## src/sv/ambp_pkg.sv

```systemverilog
// Shared types and constants for the alpha-to-mono bit packer.
package ambp_pkg;

  localparam int MAX_ROW_WIDTH_DEF = 1024;
  localparam int ROW_WIDTH_W       = 11;
  localparam int THRESHOLD_W       = 8;
  localparam int CFG_INDEX_W       = 8;
  localparam int QUEUE_DEPTH       = 4;

  localparam logic [CFG_INDEX_W-1:0] REG_ROW_WIDTH = CFG_INDEX_W'(0);
  localparam logic [CFG_INDEX_W-1:0] REG_THRESHOLD = CFG_INDEX_W'(1);

  localparam logic [ROW_WIDTH_W-1:0] ROW_WIDTH_RST = ROW_WIDTH_W'(1);
  localparam logic [THRESHOLD_W-1:0] THRESHOLD_RST = THRESHOLD_W'(95);

  typedef struct packed {
    logic [7:0] data;
    logic       row_end;
    logic       pad;
  } q_entry_t;

  typedef struct packed {
    logic full;
    logic empty;
  } q_status_t;

endpackage

```

## src/sv/ambp_front.sv

```systemverilog
// Front end: thresholds pixels, packs bits, and classifies finished bytes.
module ambp_front import ambp_pkg::*; #(
  parameter int MAX_ROW_WIDTH = MAX_ROW_WIDTH_DEF
) (
  input  logic                   clk,
  input  logic                   rst,
  input  logic [ROW_WIDTH_W-1:0] row_width,
  input  logic [THRESHOLD_W-1:0] threshold,
  input  logic                   pixel_valid,
  output logic                   pixel_ready,
  input  logic [7:0]             alpha,
  input  q_status_t              q_status,
  output logic                   q_push,
  output q_entry_t               q_wdata
);

  localparam int CW  = $clog2(MAX_ROW_WIDTH);
  localparam int MWW = $clog2(MAX_ROW_WIDTH + 1);
  localparam int WW  = (MWW > ROW_WIDTH_W) ? MWW : ROW_WIDTH_W;

  logic [CW-1:0] column;
  logic [CW-1:0] column_next;
  logic [7:0]    bit_accumulator;
  logic [7:0]    bit_accumulator_next;

  logic [WW-1:0] rw_ext;
  logic [WW-1:0] max_w;
  logic [WW-1:0] eff_w;
  logic [WW:0]   col_ext;
  logic [2:0]    pos;
  logic          last;
  logic          emit;
  logic          pad;
  logic          accept;
  logic [7:0]    byte_val;

  assign pixel_ready = !q_status.full;
  assign accept      = pixel_valid && pixel_ready;

  always_comb begin
    rw_ext  = WW'(row_width);
    max_w   = WW'(MAX_ROW_WIDTH);
    if (rw_ext == '0) begin
      eff_w = WW'(1);
    end else if (rw_ext > max_w) begin
      eff_w = max_w;
    end else begin
      eff_w = rw_ext;
    end
    col_ext  = (WW + 1)'(column);
    pos      = col_ext[2:0];
    last     = (col_ext + (WW + 1)'(1)) >= {1'b0, eff_w};
    emit     = (pos == 3'd7) || last;
    pad      = last && !col_ext[3];
    byte_val = bit_accumulator | ((alpha > threshold) ? (8'h80 >> pos) : 8'h00);
    bit_accumulator_next = emit ? 8'h00 : byte_val;
    column_next = last ? '0 : CW'(col_ext + (WW + 1)'(1));
  end

  assign q_push          = accept && emit;
  assign q_wdata.data    = byte_val;
  assign q_wdata.row_end = last && !pad;
  assign q_wdata.pad     = pad;

  always_ff @(posedge clk) begin
    if (rst) begin
      column          <= '0;
      bit_accumulator <= '0;
    end else if (accept) begin
      column          <= column_next;
      bit_accumulator <= bit_accumulator_next;
    end
  end

endmodule

```

## src/sv/ambp_queue.sv

```systemverilog
// Short queue of classified bytes between front and back ends.
module ambp_queue import ambp_pkg::*; (
  input  logic      clk,
  input  logic      rst,
  input  logic      push,
  input  q_entry_t  wdata,
  input  logic      pop,
  output q_entry_t  rdata,
  output q_status_t status
);

  localparam int PW = $clog2(QUEUE_DEPTH);
  localparam int NW = $clog2(QUEUE_DEPTH + 1);

  q_entry_t      mem [QUEUE_DEPTH];
  logic [PW-1:0] wr_ptr;
  logic [PW-1:0] rd_ptr;
  logic [NW-1:0] count;

  assign status.full  = (count == NW'(QUEUE_DEPTH));
  assign status.empty = (count == '0);
  assign rdata        = mem[rd_ptr];

  always_ff @(posedge clk) begin
    if (push) begin
      mem[wr_ptr] <= wdata;
    end
  end

  always_ff @(posedge clk) begin
    if (rst) begin
      wr_ptr <= '0;
      rd_ptr <= '0;
      count  <= '0;
    end else begin
      if (push) begin
        wr_ptr <= (wr_ptr == PW'(QUEUE_DEPTH - 1)) ? '0 : wr_ptr + PW'(1);
      end
      if (pop) begin
        rd_ptr <= (rd_ptr == PW'(QUEUE_DEPTH - 1)) ? '0 : rd_ptr + PW'(1);
      end
      unique case ({push, pop})
        2'b10:   count <= count + NW'(1);
        2'b01:   count <= count - NW'(1);
        default: count <= count;
      endcase
    end
  end

  a_no_overflow: assert property (@(posedge clk) disable iff (rst)
    !(push && status.full)) else $error("queue overflow");
  a_no_underflow: assert property (@(posedge clk) disable iff (rst)
    !(pop && status.empty)) else $error("queue underflow");
  a_count_bound: assert property (@(posedge clk) disable iff (rst)
    count <= NW'(QUEUE_DEPTH)) else $error("queue count out of range");

endmodule

```

## src/sv/ambp_back.sv

```systemverilog
// Back end: drives the output register and inserts row padding bytes.
module ambp_back import ambp_pkg::*; (
  input  logic      clk,
  input  logic      rst,
  input  q_entry_t  q_rdata,
  input  q_status_t q_status,
  output logic      q_pop,
  output logic      byte_valid,
  input  logic      byte_ready,
  output logic [7:0] packed_byte,
  output logic      row_end
);

  logic pad_pending;
  logic slot_free;

  assign slot_free = !byte_valid || byte_ready;
  assign q_pop     = slot_free && !pad_pending && !q_status.empty;

  always_ff @(posedge clk) begin
    if (rst) begin
      byte_valid  <= 1'b0;
      pad_pending <= 1'b0;
    end else if (slot_free) begin
      if (pad_pending) begin
        byte_valid  <= 1'b1;
        pad_pending <= 1'b0;
      end else begin
        byte_valid  <= !q_status.empty;
        pad_pending <= !q_status.empty && q_rdata.pad;
      end
    end
  end

  always_ff @(posedge clk) begin
    if (slot_free) begin
      if (pad_pending) begin
        packed_byte <= 8'h00;
        row_end     <= 1'b1;
      end else begin
        packed_byte <= q_rdata.data;
        row_end     <= q_rdata.row_end;
      end
    end
  end

  a_pad_follows_data: assert property (@(posedge clk) disable iff (rst)
    pad_pending |-> byte_valid && !row_end) else $error("pad pending without data byte");
  a_pad_byte: assert property (@(posedge clk) disable iff (rst)
    pad_pending && byte_ready |=> byte_valid && row_end && packed_byte == 8'h00)
    else $error("padding byte malformed");
  a_no_pop_on_pad: assert property (@(posedge clk) disable iff (rst)
    pad_pending |-> !q_pop) else $error("pop during padding");

endmodule

```

## src/sv/alpha_to_mono_bit_packer.sv

```systemverilog
// Top level of the alpha-to-mono bit packer: config registers and front/queue/back.
// Path: a byte completed by an accepted pixel is written into the queue and then
//   registered into the output register; its padding byte follows it on the output.
// Throughput: one pixel per cycle while the queue is not full; a padded row end adds
//   a padding byte, absorbed by the four-entry queue; one-pixel rows give two bytes per pixel.
// Reset: rst clears position and accumulator, sets row_width to 1 and threshold to 95.
module alpha_to_mono_bit_packer import ambp_pkg::*; #(
  parameter int MAX_ROW_WIDTH = MAX_ROW_WIDTH_DEF
) (
  input  logic                   clk,
  input  logic                   rst,
  input  logic                   cfg_valid,
  output logic                   cfg_ready,
  input  logic [CFG_INDEX_W-1:0] cfg_index,
  input  logic [ROW_WIDTH_W-1:0] cfg_data,
  input  logic                   pixel_valid,
  output logic                   pixel_ready,
  input  logic [7:0]             alpha,
  output logic                   byte_valid,
  input  logic                   byte_ready,
  output logic [7:0]             packed_byte,
  output logic                   row_end
);

  logic [ROW_WIDTH_W-1:0] row_width;
  logic [THRESHOLD_W-1:0] threshold;
  logic                   q_push;
  logic                   q_pop;
  q_entry_t               q_wdata;
  q_entry_t               q_rdata;
  q_status_t              q_status;

  assign cfg_ready = 1'b1;

  always_ff @(posedge clk) begin
    if (rst) begin
      row_width <= ROW_WIDTH_RST;
      threshold <= THRESHOLD_RST;
    end else if (cfg_valid && cfg_ready) begin
      if (cfg_index == REG_ROW_WIDTH) begin
        row_width <= cfg_data;
      end else if (cfg_index == REG_THRESHOLD) begin
        threshold <= cfg_data[THRESHOLD_W-1:0];
      end
    end
  end

  ambp_front #(
    .MAX_ROW_WIDTH(MAX_ROW_WIDTH)
  ) u_front (
    .clk        (clk),
    .rst        (rst),
    .row_width  (row_width),
    .threshold  (threshold),
    .pixel_valid(pixel_valid),
    .pixel_ready(pixel_ready),
    .alpha      (alpha),
    .q_status   (q_status),
    .q_push     (q_push),
    .q_wdata    (q_wdata)
  );

  ambp_queue u_queue (
    .clk   (clk),
    .rst   (rst),
    .push  (q_push),
    .wdata (q_wdata),
    .pop   (q_pop),
    .rdata (q_rdata),
    .status(q_status)
  );

  ambp_back u_back (
    .clk        (clk),
    .rst        (rst),
    .q_rdata    (q_rdata),
    .q_status   (q_status),
    .q_pop      (q_pop),
    .byte_valid (byte_valid),
    .byte_ready (byte_ready),
    .packed_byte(packed_byte),
    .row_end    (row_end)
  );

endmodule
```

## config.mk

```make
export PLATFORM = sky130hd
export DESIGN_NAME = alpha_to_mono_bit_packer
export DESIGN_NICKNAME = d
export VERILOG_FILES = /design/src/sv/ambp_pkg.sv /design/src/sv/ambp_front.sv /design/src/sv/ambp_queue.sv /design/src/sv/ambp_back.sv /design/src/sv/alpha_to_mono_bit_packer.sv
export SDC_FILE = /design/constraint.sdc
export NUM_CORES = 1
export LEC_CHECK = 0
export BUFFER_PORTS_ARGS = -buffer_cell sky130_fd_sc_hd__buf_4
export CELL_PAD_IN_SITES_DETAIL_PLACEMENT = 0
export CELL_PAD_IN_SITES_GLOBAL_PLACEMENT = 2
export CORE_ASPECT_RATIO = 1.4
export CORE_UTILIZATION = 37
export CTS_BUF_LIST = sky130_fd_sc_hd__clkbuf_8
export DETAILED_ROUTE_END_ITERATION = 8
export PLACE_DENSITY_LB_ADDON = 0.12
export SYNTH_ARGS = -nofsm -noshare
export SYNTH_HDL_FRONTEND = slang
export SYNTH_SLANG_ARGS = --single-unit
```

## constraint.sdc

```tcl
create_clock -name clk -period 4 [get_ports clk]
set_clock_uncertainty 0.2 [all_clocks]
set_input_delay 0.8 -clock clk [delete_from_list [all_inputs] [get_ports clk]]
set_output_delay 0.8 -clock clk [all_outputs]
set_load 0.01 [all_outputs]
```

Word level (Yosys, flattened, before mapping)
Memories as Yosys holds them, arrays and structs flattened. A register that Yosys moved wholly into a read port is not among the register bits.
Cells that the tools add are included.
{ "word_totals": {"register_bits": 55, "mem_bits_rw": 40, "mem_count": 1} }
{ "op_classes": {"add_sub_neg": 5, "order_cmp": 3, "n_eq_ne": 7, "shift": 1, "mux": 14, "n_bitwise": 2, "n_reduce_logical": 21} }
{ "memory_table": {"columns": ["name", "depth", "word_bits", "rd", "rd_clocked_by_memory_dff", "write_ports", "line", "rtl"], "rows": [
  ["u_queue.mem", 4, 10, 1, 1, 1, "ambp_queue.sv:15", "q_entry_t mem [QUEUE_DEPTH];"]
]} }
{ "ops": {"columns": ["operator", "n"], "rows": [
  ["11-bit two-way mux", 2],
  ["8-bit two-way mux", 2],
  ["12-bit by 11-bit greater-or-equal comparator with 1-bit output", 1],
  ["10-bit by 1-bit adder with 11-bit output, second input constant", 1],
  ["11-bit > comparator, second input constant", 1],
  ["11-bit zero test", 1],
  ["10-bit two-way mux", 1],
  ["8-bit by 1-bit equality test with 1-bit output, second input constant", 1],
  ["8-bit > comparator", 1],
  ["8-bit zero test", 1],
  ["2-bit two-way mux", 4],
  ["8-bit bitwise OR", 1],
  ["8-bit by 3-bit >> shifter with 8-bit output, first input constant", 1],
  ["1-bit logical AND", 7],
  ["2-bit equality test, second input constant", 3],
  ["3-bit equality test, second input constant", 2],
  ["1-bit zero test", 6],
  ["3-bit one-hot mux with 2 select lines", 1],
  ["2-bit by 1-bit adder with 2-bit output, second input constant", 2],
  ["1-bit two-way mux", 4],
  ["3-bit by 1-bit adder with 3-bit output, second input constant", 1],
  ["3-bit zero test", 1],
  ["3-bit AND reduction", 1],
  ["3-bit by 1-bit subtractor with 3-bit output, second input constant", 1],
  ["other kinds (5)", 6]
]} }

Longest topological paths before layout
{ "depth": {"ltp_word": 8, "depth_mapped": 18, "depth_no_buf": 16} }

Hierarchy
A second synthesis with hierarchy kept.
{ "hier_totals": {"cells_unflattened": 399, "area_unflattened_um2": 4680.7} }
{ "by_module_without_submodules": {"columns": ["mod", "instances", "cells_each", "area_per_inst_um2", "seq_area_each_um2"], "rows": [
  ["ambp_queue", 1, 100, 1890.6, 1381.3],
  ["ambp_front", 1, 181, 1497.7, 360.3],
  ["alpha_to_mono_bit_packer", 1, 89, 868.3, 380.4],
  ["ambp_back", 1, 29, 424.2, 310.3]
]} }

Least setup slack after synthesis
Ideal clock, no wire load.
{ "synth_path": {"path_kind": "register -> register", "from": "register u_front.column[2]", "to": "register u_queue.count[2]", "setup_ns": 0.071, "t_arrival_ns": 3.595, "path_slack_ns": 0.135, "path_stages_with_launch": 19, "path_buffers": 3, "synth_period_minus_slack_ns": 3.865, "cell_sequence": "dfxtp_1 clkbuf_1 nand3_1 nor2_1 xor2_1 ha_1 and3_1 nand3_1 or4_1 buf_2 a31oi_4 buf_6 inv_1 ha_1 inv_1 fa_1 xor2_1 or3_1 a21oi_1"} }
{ "synth_between": {"elab_chain_cells": 6, "word_cells_on_any_way": 9} }
{ "synth_lines": {"columns": ["element", "line", "rtl"], "rows": [
  ["start, declared", "ambp_front.sv:21", "logic [CW-1:0] column;"],
  ["start signal, assigned", "ambp_front.sv:70", "column <= column_next;"],
  ["10-bit by 1-bit adder with 11-bit output", "ambp_front.sv:52", "last = (col_ext + (WW + 1)'(1)) >= {1'b0, eff_w};"],
  ["12-bit by 11-bit greater-or-equal comparator with 1-bit output", "ambp_front.sv:52", null],
  ["1-bit logical OR *", "ambp_front.sv:53", "emit = (pos == 3'd7) || last;"],
  ["1-bit logical AND *", "ambp_front.sv:60", "assign q_push = accept && emit;"],
  ["2-bit by 1-bit equality test with 1-bit output / 2-bit equality test (equally long branches)", "ambp_queue.sv:42", "unique case ({push, pop})"],
  ["3-bit one-hot mux with 2 select lines / 2-bit nonzero test (equally long branches)", null, null],
  ["end signal, assigned", "ambp_queue.sv:43", "2'b10: count <= count + NW'(1);"],
  ["end signal, assigned", "ambp_queue.sv:44", "2'b01: count <= count - NW'(1);"],
  ["end signal, assigned", "ambp_queue.sv:45", "default: count <= count;"],
  ["end, declared", "ambp_queue.sv:18", "logic [NW-1:0] count;"]
]} }
Every way passes the cells marked *; elsewhere a longest branch is shown, timed or not.
A chain may end at the register's enable or synchronous reset.

Worst setup path after layout
{ "layout_path": {"from": "register u_front.column[3]", "to": "register u_queue.count[2]"} }
{ "layout_between": {"elab_chain_cells": 6, "word_cells_on_any_way": 8} }
{ "layout_lines": {"columns": ["element", "line"], "rows": [
  ["10-bit by 1-bit adder with 11-bit output *", "ambp_front.sv:52"],
  ["12-bit by 11-bit greater-or-equal comparator with 1-bit output *", "ambp_front.sv:52"],
  ["1-bit logical OR *", "ambp_front.sv:53"],
  ["1-bit logical AND *", "ambp_front.sv:60"],
  ["2-bit by 1-bit equality test with 1-bit output / 2-bit equality test (equally long branches)", "ambp_queue.sv:42"],
  ["3-bit one-hot mux with 2 select lines / 2-bit nonzero test (equally long branches)", null]
]} }
Marked as above.

==> results by group <==
Outcome
  • Status: completed

Drt
  • Drt wl/cell: 15.7 µm
  • DR vias/cell: 5.02
  • Drt drc: 0
  • Via count: 2990
  • Met3 wire len: 222 µm
  • Final WL: 9340 µm
  • 1st-iter DRT viols: 86
  • Routed Antenna Nets: 0
  • Top sig layer: met4
  • Met2 wire len: 5220 µm
  • Drt pass-1 iters: 4
  • Wl on met1: 3790 µm

Synthesis
  • Library cells used by synthesis: 46
  • Post-synthesis adder-cell area fraction: 8.97%
  • Simple-Gate Fraction of Synth Area: 13.1%
  • Cells after synthesis: 393
  • Sequential area share after synthesis: 53.5%
  • Post-synthesis compound-gate area fraction: 8.40%
  • Xor/xnor share of the synthesized area: 1.73%
  • Yosys reg bits: 97
  • Yosys warnings: 0
  • Mux cell area share after synthesis: 10.0%
  • Yosys top cell area share: 32.4%
  • Avg Synthesized Cell Area: 11.6 µm²
  • Largest family of logic cells by synthesized area: simple AND/OR/NAND/NOR gates
  • Syn Nets: 457
  • Post-synth EDFFs: 49
  • Asr flop ratio synth: 0%
  • Dominant cells by area after synthesis: edfxtp_1 32%, dfxtp_1 21%, ha_1 8.5%, mux4_2 5.0%, mux2i_1 4.8%
  • Netlist Area Pre-Place: 4550 µm²
  • Main synth FF type: edfxtp_1
  • List of most frequent post-synthesis cells: 49 x edfxtp_1, 48 x dfxtp_1, 35 x nand2_1
  • Most frequent cell after synthesis: edfxtp_1
  • Yosys top cell by area: edfxtp_1

Layout
  • Nets: 508
  • Fin util: 44.4%
  • Area delta synth->final: 16.0%
  • N_diodes: 0
  • Post-Layout Cell Count: 596
  • Share of cells above drive strength 1: 21.8%
  • Filler Cell Count: 1172

Worst setup path
  • Worst Reg2Reg Path Length in Cells: 16
  • Critical path type: reg -> reg
  • Worst setup SP type: flop
  • WP depth: 16
  • RR Startpoint: u_front.column[3]$_SDFFE_PP0P_
  • Worst endpoint required time: 4.10 ns
  • CP startpoint: u_front.column[3]$_SDFFE_PP0P_
  • WP buf/inv: 2
  • Largest delay contributor family on the critical path: simple AND/OR/NAND/NOR gates
  • FF-to-FF End: u_queue.count[2]$_SDFFE_PP0P_
  • Worst path slowest cell: or4_4
  • CP Capture Point: u_queue.count[2]$_SDFFE_PP0P_
  • Worst Setup End Kind: flop
  • Crit-path max FO: 6
  • Critical path's largest stage delay: 0.56 ns
  • Cells along the critical path: and4_4 > and4_4 > nand3_1 > xnor2_1 > ha_1 > and3_4 > nand3_1 > or4_4 > a31oi_4 > inv_1 > ha_1 > inv_1 > fa_1 > xor2_1 > or3_1 > a21oi_1
  • Arrival time worst endpoint: 3.84 ns
  • R2r setup slk: 0.26 ns

Pwr
  • Power, Total: 2450 µW
  • Switch share: 29.4%
  • Power density of the placed cells: 464 nW/µm²
  • Maximum VDD drop: 153 µV
  • Clock share of power: 24.3%
  • LEAKAGE: 0.00207 µW
  • Psw: 720 µW
  • Sequential Power Share: 52.8%
  • Combinational share of power: 22.9%
  • Pint: 1730 µW

Global routing
  • Largest net degree at the start of global routing: 34
  • Initial antenna violation count: 0
  • Total gr overflow: 0
  • Global-route wire length before repair: 14700 µm
  • Tot GR Track Use: 15.6%
  • Vias in the first global route: 2866

Die
  • Core Box Area: 11900 µm²
  • Die Ht: 133 µm
  • Die area: 12700 µm²
  • Placement row count: 47
  • Die Span X: 95.7 µm
  • Num ports: 44
  • Starting Density: 38.3%

Clocking
  • Num CTS Buffers: 9
  • CTS tree: done
  • Clk sinks: 97
  • H-tree depth: 3
  • CTS clk-pin slew, worst paths: 0.10 ns
  • Clk_lat worst skew: 0.36 ns
  • Maximum clock insertion buffer count: 2
  • Clk root buf: clkbuf_8

STA
  • Fin. max-slew vios: 0
  • Endpoints failing setup: 0
  • Crit path time final: 3.74 ns
  • Worst-Margin Slew: 0.700 ns
  • Fin. Hold Viols: 0
  • Slew HR: 53.0%
  • Max Fclk: 268 MHz
  • Final Cycle Share: 93.4%

Placed design
  • Detailed Place HPWL: 7090 µm
  • Placed cells: 580
  • Port bufs: 42
  • GPL Wtd Cong: 0.773

Worst hold path
  • Hold Crit Depth: 2
  • HP Class: reg -> reg

Job
  • Maxcap violations: 0
-- sequential cells by signal, indices dropped and copies added, names as in the netlist, named ones only --
register and cells:
threshold 8, u_front.bit_accumulator 8, u_queue.mem 40, u_front.column 10, u_back.pad_pending 1, u_queue.wr_ptr 2, row_width 11, u_back.byte_valid 1
u_queue.count 3, u_back.packed_byte 8, u_back.row_end 1, u_queue.rd_ptr 2
-- how the worst min path moves through the flow --
stage / endpoint / start
after CTS: u_front.bit_accumulator[6]$_SDFFE_PP0P_ / u_front.bit_accumulator[6]$_SDFFE_PP0P_
after global placement: u_front.bit_accumulator[5]$_SDFFE_PP0P_ / u_front.bit_accumulator[5]$_SDFFE_PP0P_
after floorplan: u_front.bit_accumulator[4]$_SDFFE_PP0P_ / u_front.bit_accumulator[4]$_SDFFE_PP0P_
final: u_front.bit_accumulator[5]$_SDFFE_PP0P_ / u_front.bit_accumulator[5]$_SDFFE_PP0P_
after detailed placement: u_front.bit_accumulator[5]$_SDFFE_PP0P_ / u_front.bit_accumulator[5]$_SDFFE_PP0P_
after global routing: u_front.bit_accumulator[6]$_SDFFE_PP0P_ / u_front.bit_accumulator[6]$_SDFFE_PP0P_
-- final cells by class --
cell class	instances	area, µm²	area share, %
clock inverter	7	55.1	1.04
inverter	29	109	2.07
clock buffer	9	124	2.35
multi-input combinational	252	1940	36.9
sequential	97	2440	46.4
tap	147	184	3.49
timing repair buffer	55	413	7.83
-- per-layer routing --
metal	up-vias	global-route usage [%]
met5	-	0
met4	0	4.98
met1	1435	17.4
met2	36	28.8
li1	1510	-
met3	9	3.08
-- metrics by stage --
step                      cell area, µm²   TNS [ns]  hold slack, ns  worst slack (ns)
after floorplan                     4550          0           0.229             0.135
after global placement              5060          0           0.243             0.171
after detailed placement            5060          0           0.250             0.112
after CTS                           5240          0           0.265            0.0757
after global routing                5270  -0.000418           0.286         -0.000418
final                               5270          0           0.264             0.265
-- kinds of logic (layout without fill, tap and decap cells) --
group                    count (synthesis)  in the layout
buffers and inverters                   44            100
AND/OR/NAND/NOR                        123            123
XOR/XNOR                                 9              9
adder cells (fa/ha/maj)                 32             32
AO/OA/AOI/OAI                           54             54
multiplexers                            33             33
other                                    1              1
flip-flops                              97             97
-- placed cells by master, fill, tap and decap left out, types with 9 or more instances in the layout --
cell type and instances:
buf_4 55, edfxtp_1 49, dfxtp_1 45, nand2_1 35
nor2_1 34, ha_1 31, inv_1 28, mux2i_1 22
nor2b_1 15, o21ai_0 12, mux4_2 10, a21oi_1 9
clkbuf_8 9
-- what timing repair did --
item,in CTS,in global routing
setup endpoints to repair,0,2
gates resized for setup,0,11
setup buffers,0,0
hold buffers,0,0
-- tightest hold or removal path: stages (launching register included) --
cell	delay (ns)
dfxtp_1	0.32
inv_1	0.05
a211oi_1	0.05
-- power by group through the flow --
stage,Combinational [µW],Sequential [µW],Clock [µW]
after floorplan,390,1290,0
after global placement,564,1320,0
after detailed placement,572,1320,0
after CTS,573,1300,619
after global routing,627,1320,656
final,560,1290,595
No activity file was read; power rests on OpenSTA's default activity.
